--- config.mk ---
export PLATFORM = sky130hd
export DESIGN_NAME = sql_parameter_marker_rewriter_unit
export DESIGN_NICKNAME = d
export VERILOG_FILES = /design/src/rtl/sqlpm_pkg.sv /design/src/rtl/sqlpm_lexer.sv /design/src/rtl/sql_parameter_marker_rewriter_unit.sv
export SDC_FILE = /design/constraint.sdc
export NUM_CORES = 1
export LEC_CHECK = 0
export BUFFER_PORTS_ARGS = -buffer_cell sky130_fd_sc_hd__buf_2
export CORE_MARGIN = 1
export CORE_UTILIZATION = 45
export CTS_CLUSTER_SIZE = 30
export DETAILED_ROUTE_END_ITERATION = 8
export GPL_TIMING_DRIVEN = 0
export PLACE_DENSITY_LB_ADDON = 0.12
export SETUP_SLACK_MARGIN = 0.15
export SLEW_MARGIN = 20
export SYNTH_ARGS = -nofsm -noshare
export SYNTH_HDL_FRONTEND = slang
export SYNTH_SLANG_ARGS = --single-unit
--- constraint.sdc ---
create_clock -name i_clk -period 16.45 [get_ports i_clk]
set_input_delay 1.645 -clock i_clk [delete_from_list [all_inputs] [get_ports i_clk]]
set_output_delay 1.645 -clock i_clk [all_outputs]
set_load 0.05 [all_outputs]
--- src/rtl/sqlpm_pkg.sv ---
package sqlpm_pkg;

    localparam int DEF_MAX_TAG_CHARS     = 30;
    localparam int DEF_MAX_COMMENT_DEPTH = 255;
    localparam int DEF_MAX_MARKERS       = 65535;

    localparam int BCD_DIGITS = 5;
    localparam int BCD_W      = 4 * BCD_DIGITS;
    localparam int CNT_CMP_W  = 17;
    localparam int BEAT_W     = 3;
    localparam int EXP_W      = 16;

    localparam logic [7:0] CH_QMARK  = 8'h3F;
    localparam logic [7:0] CH_DOLLAR = 8'h24;
    localparam logic [7:0] CH_LF     = 8'h0A;
    localparam logic [7:0] CH_UNDER  = 8'h5F;
    localparam logic [7:0] CH_DASH   = 8'h2D;
    localparam logic [7:0] CH_SLASH  = 8'h2F;
    localparam logic [7:0] CH_STAR   = 8'h2A;
    localparam logic [7:0] CH_SQUOTE = 8'h27;
    localparam logic [7:0] CH_DQUOTE = 8'h22;
    localparam logic [7:0] CH_BSLASH = 8'h5C;
    localparam logic [3:0] CH_DIGIT_HI = 4'h3;

    localparam logic REG_EXPECTED = 1'b0;

    typedef struct packed {
        logic              marker;
        logic [7:0]        byte_v;
        logic [BCD_W-1:0]  bcd;
        logic [BEAT_W-1:0] nbeats;
        logic              too_long;
        logic              done;
        logic              mismatch;
    } t_run;

endpackage

--- src/rtl/sqlpm_lexer.sv ---
module sqlpm_lexer
    import sqlpm_pkg::*;
#(
    parameter int MAX_TAG_CHARS     = DEF_MAX_TAG_CHARS,
    parameter int MAX_COMMENT_DEPTH = DEF_MAX_COMMENT_DEPTH,
    parameter int MAX_MARKERS       = DEF_MAX_MARKERS
) (
    input  logic             i_clk,
    input  logic             i_rst_n,
    input  logic             i_accept,
    input  logic [7:0]       i_text_byte,
    input  logic             i_statement_end,
    input  logic [EXP_W-1:0] i_expected,
    output t_run             o_run
);

    localparam int WIN = MAX_TAG_CHARS + 2;
    localparam int LW  = $clog2(WIN + 1);
    localparam int DW  = $clog2(MAX_COMMENT_DEPTH + 1);
    localparam int TW  = $clog2(MAX_MARKERS + 2);

    typedef enum logic [2:0] {
        M_NORMAL = 3'd0,
        M_SQUOTE = 3'd1,
        M_DQUOTE = 3'd2,
        M_LINE   = 3'd3,
        M_BLOCK  = 3'd4,
        M_DOLLAR = 3'd5
    } t_mode;

    typedef enum logic [2:0] {
        P_NONE   = 3'd0,
        P_DASH   = 3'd1,
        P_SLASH  = 3'd2,
        P_STAR   = 3'd3,
        P_QUOTE  = 3'd4,
        P_ESCAPE = 3'd5,
        P_DOLLAR = 3'd6,
        P_TAG    = 3'd7
    } t_pend;

    t_mode            r_mode, n_mode;
    t_pend            r_pk, n_pk;
    logic [DW-1:0]    r_depth, n_depth;
    logic [TW-1:0]    r_total, n_total;
    logic [BCD_W-1:0] r_bcd, n_bcd;
    logic [LW-1:0]    r_dlen, n_dlen;
    logic [LW-1:0]    r_bso, n_bso;
    logic [7:0]       r_dl  [WIN];
    logic [7:0]       r_win [WIN];
    logic [7:0]       win_new [WIN];

    logic [7:0] c;
    logic       is_letter, is_word;
    logic       dl_push;
    logic [7:0] dl_byte;
    logic       win_push;
    logic       too_long;
    logic       do_plain;
    logic       marker;
    logic       match_all;
    logic       hit;
    logic [7:0] q;
    logic       carry;
    logic [3:0] dig;
    logic [2:0] ndig;
    logic       bad;

    assign c = i_text_byte;
    assign is_letter = (c >= 8'h61 && c <= 8'h7A) || (c >= 8'h41 && c <= 8'h5A) ||
                       c == CH_UNDER;
    assign is_word = is_letter || (c >= 8'h30 && c <= 8'h39);
    assign q = (r_mode == M_SQUOTE) ? CH_SQUOTE : CH_DQUOTE;

    always_comb begin
        win_new[0] = c;
        for (int j = 1; j < WIN; j++) begin
            win_new[j] = r_win[j-1];
        end
        match_all = 1'b1;
        for (int j = 0; j < WIN; j++) begin
            if (LW'(j) < r_dlen && win_new[j] != r_dl[j]) begin
                match_all = 1'b0;
            end
        end
    end

    always_comb begin
        n_mode   = r_mode;
        n_pk     = r_pk;
        n_depth  = r_depth;
        n_dlen   = r_dlen;
        n_bso    = r_bso;
        dl_push  = 1'b0;
        dl_byte  = CH_DOLLAR;
        win_push = 1'b0;
        too_long = 1'b0;
        do_plain = 1'b0;
        marker   = 1'b0;
        hit      = 1'b0;
        case (r_mode)
            M_NORMAL: begin
                if (r_pk == P_DASH && c == CH_DASH) begin
                    n_pk   = P_NONE;
                    n_mode = M_LINE;
                end else if (r_pk == P_SLASH && c == CH_STAR) begin
                    n_pk    = P_NONE;
                    n_mode  = M_BLOCK;
                    n_depth = DW'(1);
                end else if ((r_pk == P_DOLLAR || r_pk == P_TAG) && c == CH_DOLLAR) begin
                    if (r_dlen < LW'(WIN)) begin
                        dl_push = 1'b1;
                        n_dlen  = r_dlen + LW'(1);
                    end
                    n_mode = M_DOLLAR;
                    n_pk   = P_NONE;
                    n_bso  = '0;
                end else if ((r_pk == P_DOLLAR && is_letter) || (r_pk == P_TAG && is_word)) begin
                    n_pk = P_NONE;
                    if (r_dlen >= LW'(WIN - 1)) begin
                        too_long = 1'b1;
                        n_dlen   = '0;
                    end else begin
                        dl_push = 1'b1;
                        dl_byte = c;
                        n_dlen  = r_dlen + LW'(1);
                        n_pk    = P_TAG;
                    end
                end else begin
                    do_plain = 1'b1;
                end
            end
            M_SQUOTE, M_DQUOTE: begin
                if (r_pk == P_QUOTE) begin
                    n_pk = P_NONE;
                    if (c != q) begin
                        n_mode   = M_NORMAL;
                        do_plain = 1'b1;
                    end
                end else if (r_pk == P_ESCAPE) begin
                    n_pk = P_NONE;
                end else if (c == q) begin
                    n_pk = P_QUOTE;
                end else if (c == CH_BSLASH) begin
                    n_pk = P_ESCAPE;
                end else begin
                    n_pk = P_NONE;
                end
            end
            M_LINE: begin
                n_pk = P_NONE;
                if (c == CH_LF) begin
                    n_mode = M_NORMAL;
                end
            end
            M_BLOCK: begin
                if (r_pk == P_SLASH && c == CH_STAR) begin
                    n_pk = P_NONE;
                    if (r_depth < DW'(MAX_COMMENT_DEPTH)) begin
                        n_depth = r_depth + DW'(1);
                    end
                end else if (r_pk == P_STAR && c == CH_SLASH) begin
                    n_pk = P_NONE;
                    if (r_depth != '0) begin
                        n_depth = r_depth - DW'(1);
                    end
                    if (n_depth == '0) begin
                        n_mode = M_NORMAL;
                    end
                end else if (c == CH_SLASH) begin
                    n_pk = P_SLASH;
                end else if (c == CH_STAR) begin
                    n_pk = P_STAR;
                end else begin
                    n_pk = P_NONE;
                end
            end
            M_DOLLAR: begin
                win_push = 1'b1;
                if (r_bso < LW'(WIN)) begin
                    n_bso = r_bso + LW'(1);
                end
                hit = r_dlen != '0 && n_bso >= r_dlen && match_all;
                if (hit) begin
                    n_mode = M_NORMAL;
                    n_pk   = P_NONE;
                    n_dlen = '0;
                end
            end
            default: begin
                n_mode   = M_NORMAL;
                do_plain = 1'b1;
            end
        endcase

        if (do_plain) begin
            n_pk = P_NONE;
            if (c == CH_SQUOTE) begin
                n_mode = M_SQUOTE;
            end else if (c == CH_DQUOTE) begin
                n_mode = M_DQUOTE;
            end else if (c == CH_DASH) begin
                n_pk = P_DASH;
            end else if (c == CH_SLASH) begin
                n_pk = P_SLASH;
            end else if (c == CH_DOLLAR) begin
                dl_push = 1'b1;
                n_dlen  = LW'(1);
                n_pk    = P_DOLLAR;
            end else if (c == CH_QMARK) begin
                marker = 1'b1;
            end
        end
    end

    always_comb begin
        n_total = r_total;
        n_bcd   = r_bcd;
        carry   = 1'b1;
        dig     = '0;
        if (marker) begin
            if (r_total < TW'(MAX_MARKERS)) begin
                n_total = r_total + TW'(1);
                for (int k = 0; k < BCD_DIGITS; k++) begin
                    dig = r_bcd[4*k +: 4] + {3'b000, carry};
                    carry = dig > 4'd9;
                    n_bcd[4*k +: 4] = carry ? 4'd0 : dig;
                end
            end else begin
                n_total = TW'(MAX_MARKERS + 1);
            end
        end
        ndig = 3'd1;
        for (int k = 1; k < BCD_DIGITS; k++) begin
            if (n_bcd[4*k +: 4] != 4'd0) begin
                ndig = 3'(k + 1);
            end
        end
        bad = CNT_CMP_W'(n_total) > CNT_CMP_W'(MAX_MARKERS) ||
              (n_total != '0 && CNT_CMP_W'(n_total) != CNT_CMP_W'(i_expected));
    end

    always_comb begin
        o_run.marker   = marker;
        o_run.byte_v   = c;
        o_run.bcd      = n_bcd;
        o_run.nbeats   = marker ? BEAT_W'(ndig + 3'd1) : BEAT_W'(1);
        o_run.too_long = too_long;
        o_run.done     = i_statement_end;
        o_run.mismatch = i_statement_end && bad;
    end

    always_ff @(posedge i_clk) begin
        if (!i_rst_n) begin
            r_mode  <= M_NORMAL;
            r_pk    <= P_NONE;
            r_depth <= '0;
            r_total <= '0;
            r_bcd   <= '0;
            r_dlen  <= '0;
            r_bso   <= '0;
        end else if (i_accept) begin
            if (i_statement_end) begin
                r_mode  <= M_NORMAL;
                r_pk    <= P_NONE;
                r_depth <= '0;
                r_total <= '0;
                r_bcd   <= '0;
                r_dlen  <= '0;
                r_bso   <= '0;
            end else begin
                r_mode  <= n_mode;
                r_pk    <= n_pk;
                r_depth <= n_depth;
                r_total <= n_total;
                r_bcd   <= n_bcd;
                r_dlen  <= n_dlen;
                r_bso   <= n_bso;
            end
        end
    end

    always_ff @(posedge i_clk) begin
        if (i_accept && dl_push) begin
            r_dl[0] <= dl_byte;
            for (int j = 1; j < WIN; j++) begin
                r_dl[j] <= r_dl[j-1];
            end
        end
        if (i_accept && win_push) begin
            r_win <= win_new;
        end
    end

endmodule

--- src/rtl/sql_parameter_marker_rewriter_unit.sv ---
// SQL parameter marker rewriter.
// Input stream: one text byte per beat on i_s_tdata, i_s_tlast on the final
// byte of a statement. Output stream: one byte per beat on o_m_tdata; each
// '?' in plain text leaves as '$' and its decimal number (two to six beats),
// every other byte leaves unchanged as one beat. o_m_tlast marks the last beat
// caused by one input byte; o_m_tuser carries the statement end, the count
// mismatch verdict and the long dollar tag flag.
// An accepted byte is registered in the output beat register, or in the
// one-deep queue behind it while that register is busy. Throughput: one
// byte per cycle while bytes are echoed and i_m_tready is high; a marker
// holds the single output beat register until all its beats have left. The
// lexer state updates on every accepted byte; input is taken whenever the queue is empty.
// Stall: a low i_m_tready holds the current beat; one more byte is still
// accepted into the queue, then o_s_tready drops until the output drains.
// Reset clears the lexer state, the queue and the output; the expected
// marker count register resets to zero. The user must write it over the APB
// port only while the stream is idle; the block itself does not enforce this.
module sql_parameter_marker_rewriter_unit
    import sqlpm_pkg::*;
#(
    parameter int MAX_TAG_CHARS     = DEF_MAX_TAG_CHARS,
    parameter int MAX_COMMENT_DEPTH = DEF_MAX_COMMENT_DEPTH,
    parameter int MAX_MARKERS       = DEF_MAX_MARKERS
) (
    input  logic        i_clk,
    input  logic        i_rst_n,
    input  logic        i_s_tvalid,
    output logic        o_s_tready,
    input  logic [7:0]  i_s_tdata,   // [7:0] text_byte
    input  logic        i_s_tlast,
    output logic        o_m_tvalid,
    input  logic        i_m_tready,
    output logic [7:0]  o_m_tdata,   // [7:0] out_byte
    output logic        o_m_tlast,
    output logic [2:0]  o_m_tuser,   // [0] statement_done [1] count_mismatch [2] tag_too_long
    input  logic        psel,
    input  logic        penable,
    input  logic        pwrite,
    input  logic [2:0]  paddr,
    input  logic [31:0] pwdata,
    output logic [31:0] prdata,
    output logic        pready
);

    logic [EXP_W-1:0]  r_expected;
    t_run              run;
    t_run              r_a, r_b;
    logic              r_a_valid, r_b_valid;
    logic [BEAT_W-1:0] r_beat;
    logic              accept;
    logic              a_last_beat, a_done, a_free;
    logic [BEAT_W-1:0] dig_idx;
    logic [3:0]        dig;

    assign pready = 1'b1;
    assign prdata = (paddr[2] == REG_EXPECTED) ? {{(32-EXP_W){1'b0}}, r_expected} : '0;

    always_ff @(posedge i_clk) begin
        if (!i_rst_n) begin
            r_expected <= '0;
        end else if (psel && penable && pwrite && paddr[2] == REG_EXPECTED) begin
            r_expected <= pwdata[EXP_W-1:0];
        end
    end

    assign accept = i_s_tvalid && !r_b_valid;
    assign o_s_tready = !r_b_valid;

    sqlpm_lexer #(
        .MAX_TAG_CHARS     (MAX_TAG_CHARS),
        .MAX_COMMENT_DEPTH (MAX_COMMENT_DEPTH),
        .MAX_MARKERS       (MAX_MARKERS)
    ) u_lexer (
        .i_clk           (i_clk),
        .i_rst_n         (i_rst_n),
        .i_accept        (accept),
        .i_text_byte     (i_s_tdata),
        .i_statement_end (i_s_tlast),
        .i_expected      (r_expected),
        .o_run           (run)
    );

    assign a_last_beat = r_beat == r_a.nbeats - BEAT_W'(1);
    assign a_done = r_a_valid && i_m_tready && a_last_beat;
    assign a_free = !r_a_valid || a_done;

    always_ff @(posedge i_clk) begin
        if (!i_rst_n) begin
            r_a_valid <= 1'b0;
            r_b_valid <= 1'b0;
            r_beat    <= '0;
        end else if (a_free) begin
            r_beat <= '0;
            if (r_b_valid) begin
                r_a       <= r_b;
                r_a_valid <= 1'b1;
                r_b_valid <= 1'b0;
            end else if (accept) begin
                r_a       <= run;
                r_a_valid <= 1'b1;
            end else begin
                r_a_valid <= 1'b0;
            end
        end else begin
            if (i_m_tready) begin
                r_beat <= r_beat + BEAT_W'(1);
            end
            if (accept) begin
                r_b       <= run;
                r_b_valid <= 1'b1;
            end
        end
    end

    // Digits leave most significant first after the leading '$'
    always_comb begin
        dig_idx = r_a.nbeats - BEAT_W'(1) - r_beat;
        case (dig_idx)
            3'd0:    dig = r_a.bcd[3:0];
            3'd1:    dig = r_a.bcd[7:4];
            3'd2:    dig = r_a.bcd[11:8];
            3'd3:    dig = r_a.bcd[15:12];
            3'd4:    dig = r_a.bcd[19:16];
            default: dig = 4'd0;
        endcase
    end

    always_comb begin
        o_m_tvalid = r_a_valid;
        if (!r_a.marker) begin
            o_m_tdata = r_a.byte_v;
        end else if (r_beat == '0) begin
            o_m_tdata = CH_DOLLAR;
        end else begin
            o_m_tdata = {CH_DIGIT_HI, dig};
        end
        o_m_tlast    = a_last_beat;
        o_m_tuser[0] = a_last_beat && r_a.done;
        o_m_tuser[1] = a_last_beat && r_a.mismatch;
        o_m_tuser[2] = r_a.too_long;
    end

`ifndef SYNTHESIS
    a_queue_behind_output: assert property (@(posedge i_clk) disable iff (!i_rst_n)
        r_b_valid |-> r_a_valid)
        else $error("queued beat without an output run");
    a_beat_in_range: assert property (@(posedge i_clk) disable iff (!i_rst_n)
        r_a_valid |-> r_beat < r_a.nbeats)
        else $error("beat index past end of run");
    a_marker_length: assert property (@(posedge i_clk) disable iff (!i_rst_n)
        r_a_valid && r_a.marker |-> r_a.nbeats >= BEAT_W'(2) && r_a.nbeats <= BEAT_W'(6))
        else $error("marker run length out of range");
    a_mismatch_at_end: assert property (@(posedge i_clk) disable iff (!i_rst_n)
        r_a_valid && r_a.mismatch |-> r_a.done)
        else $error("mismatch flagged before statement end");
    a_hold_on_stall: assert property (@(posedge i_clk) disable iff (!i_rst_n)
        r_a_valid && !i_m_tready |=> r_a_valid && $stable(r_beat))
        else $error("beat advanced while stalled");
`endif

endmodule
==> results_dict.tcl, run 1 <==
set metrics [dict create \
    outcome "finished clean" \
    grt_usage_pct 21.2 \
    fillerInstances 5240 \
    postRouteAntennaNets 0 \
    cts_tree "yes" \
    htree_levels 3 \
    power_density_nw_per_um2 105 \
    ios 98 \
    worst_pin_slew_ns 1.05 \
    synth_ff_type "edfxtp_1" \
    die_w_um 253 \
    cts_sinks 658 \
    num_vias 17500 \
    cts-root-buf "clkbuf_16" \
    wirelength_um 67000 \
    setup-violations-final 0 \
    initial_core_util_pct 45.8 \
    remaining_drc_errors 0 \
    start_kind "register" \
    slew_headroom_pct 29.3 \
    grt_max_degree 27 \
    area.growth.synth_to_final_pct 14.9 \
    layout_min_cycle_time_ns 6.27 \
    drv_cap 0 \
    path_max_fanout 7 \
    vdd_drop_max_v 0.0000982 \
    syn_area_sq_um 28400 \
    fin_crit_sh_pct 38.1 \
    cp_common_cell "ha_1" \
    die_h_um 253 \
    cts_setup_buffers 0 \
    critPathRequiredTime_ns 16.81 \
    seq_area_frac_synth_pct 66.5 \
    tns_ns 0 \
    cts_resized 0 \
    cts.path.max_buffers 3 \
    hp-class "reg -> reg" \
    insertedDiodeCount 0 \
    final_common_cell "edfxtp_1" \
    antenna_found_initial 2 \
    syn-instance-count 2103 \
    place_congestion 0.907 \
    rows 91 \
    place.port_buffers 61 \
    dieArea_sq_um 64200 \
    yosysWarnings 0 \
    dr.pass1.iters 5 \
    synth-edff-count 574 \
    wl_per_cell_um 21.1 \
    core_sq_um 62100 \
    leakagePower_nw 10.8 \
    drive_above_1_share_pct 12.5 \
    cts_buffers 73 \
    slowest_stage "dfxtp_1" \
    power.total_w 0.00343 \
    synth_top_area_share_pct 60.6 \
    fin_util_pct 52.6 \
    crit_arrival_ns 6.63 \
    yosysUniqueCellTypes 91 \
    grt_pass1_vias 17500 \
    final_cell_mix "574 x edfxtp_1, 151 x xnor2_1, 143 x nor2_1, 139 x xor2_1, 126 x nand2_1" \
    clkLatencyLatePin_ns 0.60 \
    critPathCaptureType "register" \
    worstHoldStart "r_expected[8]$_SDFFE_PN0P_" \
    ctsHoldBuffers 0 \
    syn_area_per_cell_sq_um 13.5 \
    crit_type "reg -> reg" \
    final_nets 2364 \
    drt_iter0_markers 1203 \
    async_reset_ff_share_pct 0 \
    synthTopCellsByArea "edfxtp_1 61%, dfxtp_1 5.9%, xnor2_1 4.7%" \
    fmax_ghz 0.159 \
    slew_viol_final 0 \
    clock_skew_ns 0.0216 \
    cpPeakStageDelay_ns 0.45 \
    hold_viol 0 \
    grt_overflow 0 \
    grt_pass1_wl_um 102000 \
    via_per_inst 5.50 \
    rsz0062_at_grt "no" \
    dp_hpwl_um 48200 \
    cp-startpoint "u_lexer.r_bcd[0]$_SDFFE_PN0P_" \
    yosys_register_bits 658 \
    hold_ws_ns 0.462 \
    path_clk_slew_ns 0.06 \
    reg2reg_from "u_lexer.r_bcd[0]$_SDFFE_PN0P_" \
    yosysTopAreaCell "edfxtp_1" \
]
-- metrics by stage --
step	setup WS, ns	area (sq um)	instances
floorplan	1.86	28500	2119
global placement	-5.47	29900	3017
detailed placement	10.24	30500	3042
CTS	10.19	32700	3174
global route	9.68	32700	3174
finish	10.18	32700	3174
-- final timing paths --
kind | to | slack [ns] | depth (start not counted)
min | r_expected[8]$_SDFFE_PN0P_ | 0.46 | 2
max reg2reg | r_a[4]$_DFFE_PP_ | 10.18 | 31
max | r_a[4]$_DFFE_PP_ | 10.18 | 31
min reg2reg | r_expected[8]$_SDFFE_PN0P_ | 0.46 | 2
-- flip-flops by register name, summed over array words and instances (netlist names), 6 cells and up --
signal           count
u_lexer.r_dl       256
u_lexer.r_win      248
r_b                 35
r_a                 34
u_lexer.r_bcd       20
u_lexer.r_total     17
r_expected          16
u_lexer.r_depth      8
u_lexer.r_bso        6
u_lexer.r_dlen       6
-- per-layer routing --
metal  vias up  global-route usage (%)  share of wire [%]
met4         4                    6.23                2.3
met1      8683                    28.4                 44
met5         -                       0              0.040
li1       8190                       -                  -
met3        97                    4.53                6.0
met2       497                    34.6                 48
-- synth_stat cells (all sizes together) (6+ instances only) --
library cell / n
and2: 13
o21ai: 83
buf: 37
o31ai: 15
a211oi: 8
xor2: 139
nor2: 148
dfxtp: 84
ha: 32
nand2: 127
nand4: 49
and3: 22
mux2: 38
or3: 15
nor3b: 13
nor2b: 29
nor4: 48
a22oi: 34
a31oi: 19
a2111oi: 6
nand3: 40
a21o: 9
a21oi: 91
nand2b: 12
nor3: 31
inv: 38
clkbuf: 63
edfxtp: 574
o22ai: 17
nand3b: 7
mux2i: 13
xnor2: 151
-- cells by family after synthesis --
group	count (synthesis)	synth area share, %
compound gates	349	8.18
mux	51	1.96
buf+inv	140	2.23
xor+xnor	290	8.93
fa+ha+maj	33	1.48
flops	658	66.5
simple gates	580	10.7
other cells	2	0.0264
-- where the power goes --
group	total, W	internal (W)	switching (W)
Clock	0.00151	0.000863	0.000646
Sequential	0.00181	0.00180	0.00000542
Combinational	0.000108	0.0000328	0.0000753
-- worst max-delay path: cells and delay by family, from the launching register on --
| kind | cells | cell delay (ns) |
|---|---|---|
| xor gates and xnor gates | 5 | 0.71 |
| DFF | 1 | 0.45 |
| adders and majority gates | 9 | 2.05 |
| muxes | 1 | 0.26 |
| AOI/OAI and AO/OA | 4 | 0.83 |
| and+or+nand+nor | 12 | 1.73 |
-- area by class of cell --
type                    count  area (sq um)  area share (%)
inverters                  40           150           0.460
multi-input cells        1321          8990            27.5
well taps                 837          1050            3.21
clock inverters            33           225           0.689
plain buffers             100           483            1.48
flip-flops and latches    658         18900            57.9
repair buffers             86           881            2.70
clock buffers              99          1980            6.05
Note: power is estimated with default switching activity, not from simulation.
==> inputs of run 2 (changes only) <==
==> constraint.sdc (replaced) <==
create_clock -name i_clk -period 5.16 [get_ports i_clk]
set_input_delay 0.516 -clock i_clk [delete_from_list [all_inputs] [get_ports i_clk]]
set_output_delay 0.516 -clock i_clk [all_outputs]
set_load 0.05 [all_outputs]
==> run 2 against run 1 <==
Against the previous run: the run now ends with setup timing left; total power increased to 3.2 times the previous value; clock skew increased by 0.0024 ns; setup slack lost 11 ns; hold slack lost 0.31 ns; critical path type unchanged; critical endpoint unchanged; highest routed layer unchanged.
==> results_dict.tcl, run 2 (synthesized netlist as in run 1, its figures left out) <==
set metrics [dict create \
    final_nets 2414 \
    power_density_nw_per_um2 326 \
    dp_slack_ns -0.927 \
    hp-class "in -> reg" \
    worst_pin_slew_ns 1.03 \
    worstHoldStart "pwdata[7]" \
    drv_cap 0 \
    grt_usage_pct 21.4 \
    slowest_stage "dfxtp_4" \
    slew_viol_final 0 \
    critPathRequiredTime_ns 5.51 \
    htree_levels 3 \
    critPathCaptureType "register" \
    fin_crit_sh_pct 106 \
    path_max_fanout 5 \
    path_clk_slew_ns 0.06 \
    ctsHoldBuffers 0 \
    outcome "complete, but fails checks" \
    place.port_buffers 61 \
    core_sq_um 62100 \
    multi_input_area_sq_um 9360 \
    finalInstanceArea_sq_um 33500 \
    vdd_drop_max_v 0.000242 \
    final-seq-area_sq_um 18900 \
    fin_util_pct 54.1 \
    cts_sinks 658 \
    largest_register_ffs 256 \
    slew_headroom_pct 30.6 \
    reg2reg_from "u_lexer.r_bcd[0]$_SDFFE_PN0P_" \
    leakagePower_nw 11.2 \
    cts_buffers 70 \
    dpl_cell_area_sq_um 30500 \
    ios 98 \
    via_per_inst 5.51 \
    die_w_um 253 \
    cts.path.max_buffers 3 \
    largest-register "u_lexer.r_dl" \
    reg.largest.list "u_lexer.r_dl x256, u_lexer.r_win x248, r_b x35" \
    dr.pass1.iters 6 \
    hold_ws_ns 0.148 \
    crit_arrival_ns 5.84 \
    rows 91 \
    drive_above_1_share_pct 17.3 \
    dp_hpwl_um 48100 \
    hold_viol 0 \
    violations "setup timing" \
    final_cell_mix "574 x edfxtp_1, 149 x xnor2_1, 136 x nor2_1, 134 x xor2_1, 124 x nand2_1" \
    crit_type "reg -> reg" \
    start_kind "register" \
    fmax_ghz 0.182 \
    postRouteAntennaNets 0 \
    remaining_drc_errors 0 \
    cp-startpoint "u_lexer.r_bcd[0]$_SDFFE_PN0P_" \
    clock_skew_ns 0.0240 \
    dieArea_sq_um 64200 \
    clkLatencyLatePin_ns 0.61 \
    cts_tree "yes" \
    die_h_um 253 \
    cts-root-buf "clkbuf_16" \
    tns_ns -1.04 \
    grt_pass1_wl_um 103000 \
    cpPeakStageDelay_ns 0.37 \
    place_congestion 0.911 \
    area.growth.synth_to_final_pct 18.0 \
    grt_pass1_vias 17500 \
    grt_max_degree 27 \
    num_vias 17800 \
    fillerInstances 5159 \
    setup-violations-final 4 \
    final_common_cell "edfxtp_1" \
    layout_min_cycle_time_ns 5.48 \
    rsz0062_at_grt "yes" \
    antenna_found_initial 2 \
    initial_core_util_pct 45.8 \
    drt_iter0_markers 1404 \
    wirelength_um 68400 \
    cp_common_cell "ha_4" \
    wl_per_cell_um 21.2 \
    fin_ws_ns -0.323 \
    grt_overflow 0 \
]
-- run 2: path summary, 6_finish.rpt --
path                                                      to  slack [ns]  depth (start not counted)
worst max-delay path                        r_a[4]$_DFFE_PP_       -0.32                         31
worst min-delay path              r_expected[7]$_SDFFE_PN0P_        0.15                          3
worst max register to register              r_a[4]$_DFFE_PP_       -0.32                         31
worst min register to register  u_lexer.r_win[157]$_DFFE_PP_        0.46                          0
-- run 2: critical path, delay by kind of cell (launching register included) --
family / cells / cell delay (ns)
compound gates: 4 / 0.49
simple gates: 11 / 1.44
flops: 1 / 0.37
mux: 1 / 0.24
xor+xnor: 5 / 0.75
fa+ha+maj: 10 / 1.93
-- run 2: power breakdown --
part | leakage (nW) | switching [W] | total, W | internal (W)
sequential | 5.80 | 0.0000174 | 0.00576 | 0.00575
combinational | 4.28 | 0.000244 | 0.000351 | 0.000106
clock | 1.08 | 0.00201 | 0.00484 | 0.00283
total | 11.2 | 0.00227 | 0.0110 | 0.00868
-- run 2: through the flow --
step	std cells	total power, W
2_1_floorplan	2119	0.00611
3_3_place_gp	3017	0.00621
3_5_place_dp	3042	0.00622
4_1_cts	3209	0.0111
5_1_grt	3221	0.0113
6_report	3222	0.0110
-- run 2: final cells by class --
| cell class | count | share of cell area [%] |
|---|---|---|
| repair buffers | 139 | 4.06 |
| diodes | 1 | 0.00746 |
| inverters | 40 | 0.451 |
| clock buffers | 89 | 5.59 |
| clock inverters | 37 | 0.962 |
| multi-input cells | 1321 | 27.9 |
| well taps | 837 | 3.12 |
| plain buffers | 100 | 1.48 |
| flip-flops and latches | 658 | 56.4 |
-- run 2: per-layer routing --
metal / global-route usage [%] / wire (um)
met5: 0 / 17
met4: 7.15 / 1860
met3: 4.22 / 3820
met2: 34.0 / 32300
met1: 29.4 / 30400
-- run 2: timing repair --
item	in CTS	in global routing
pin swaps	25	20
setup buffers	41	12
resized for setup	45	48
endpoints found under the hold margin	0	0
endpoints found under the setup margin	12	9
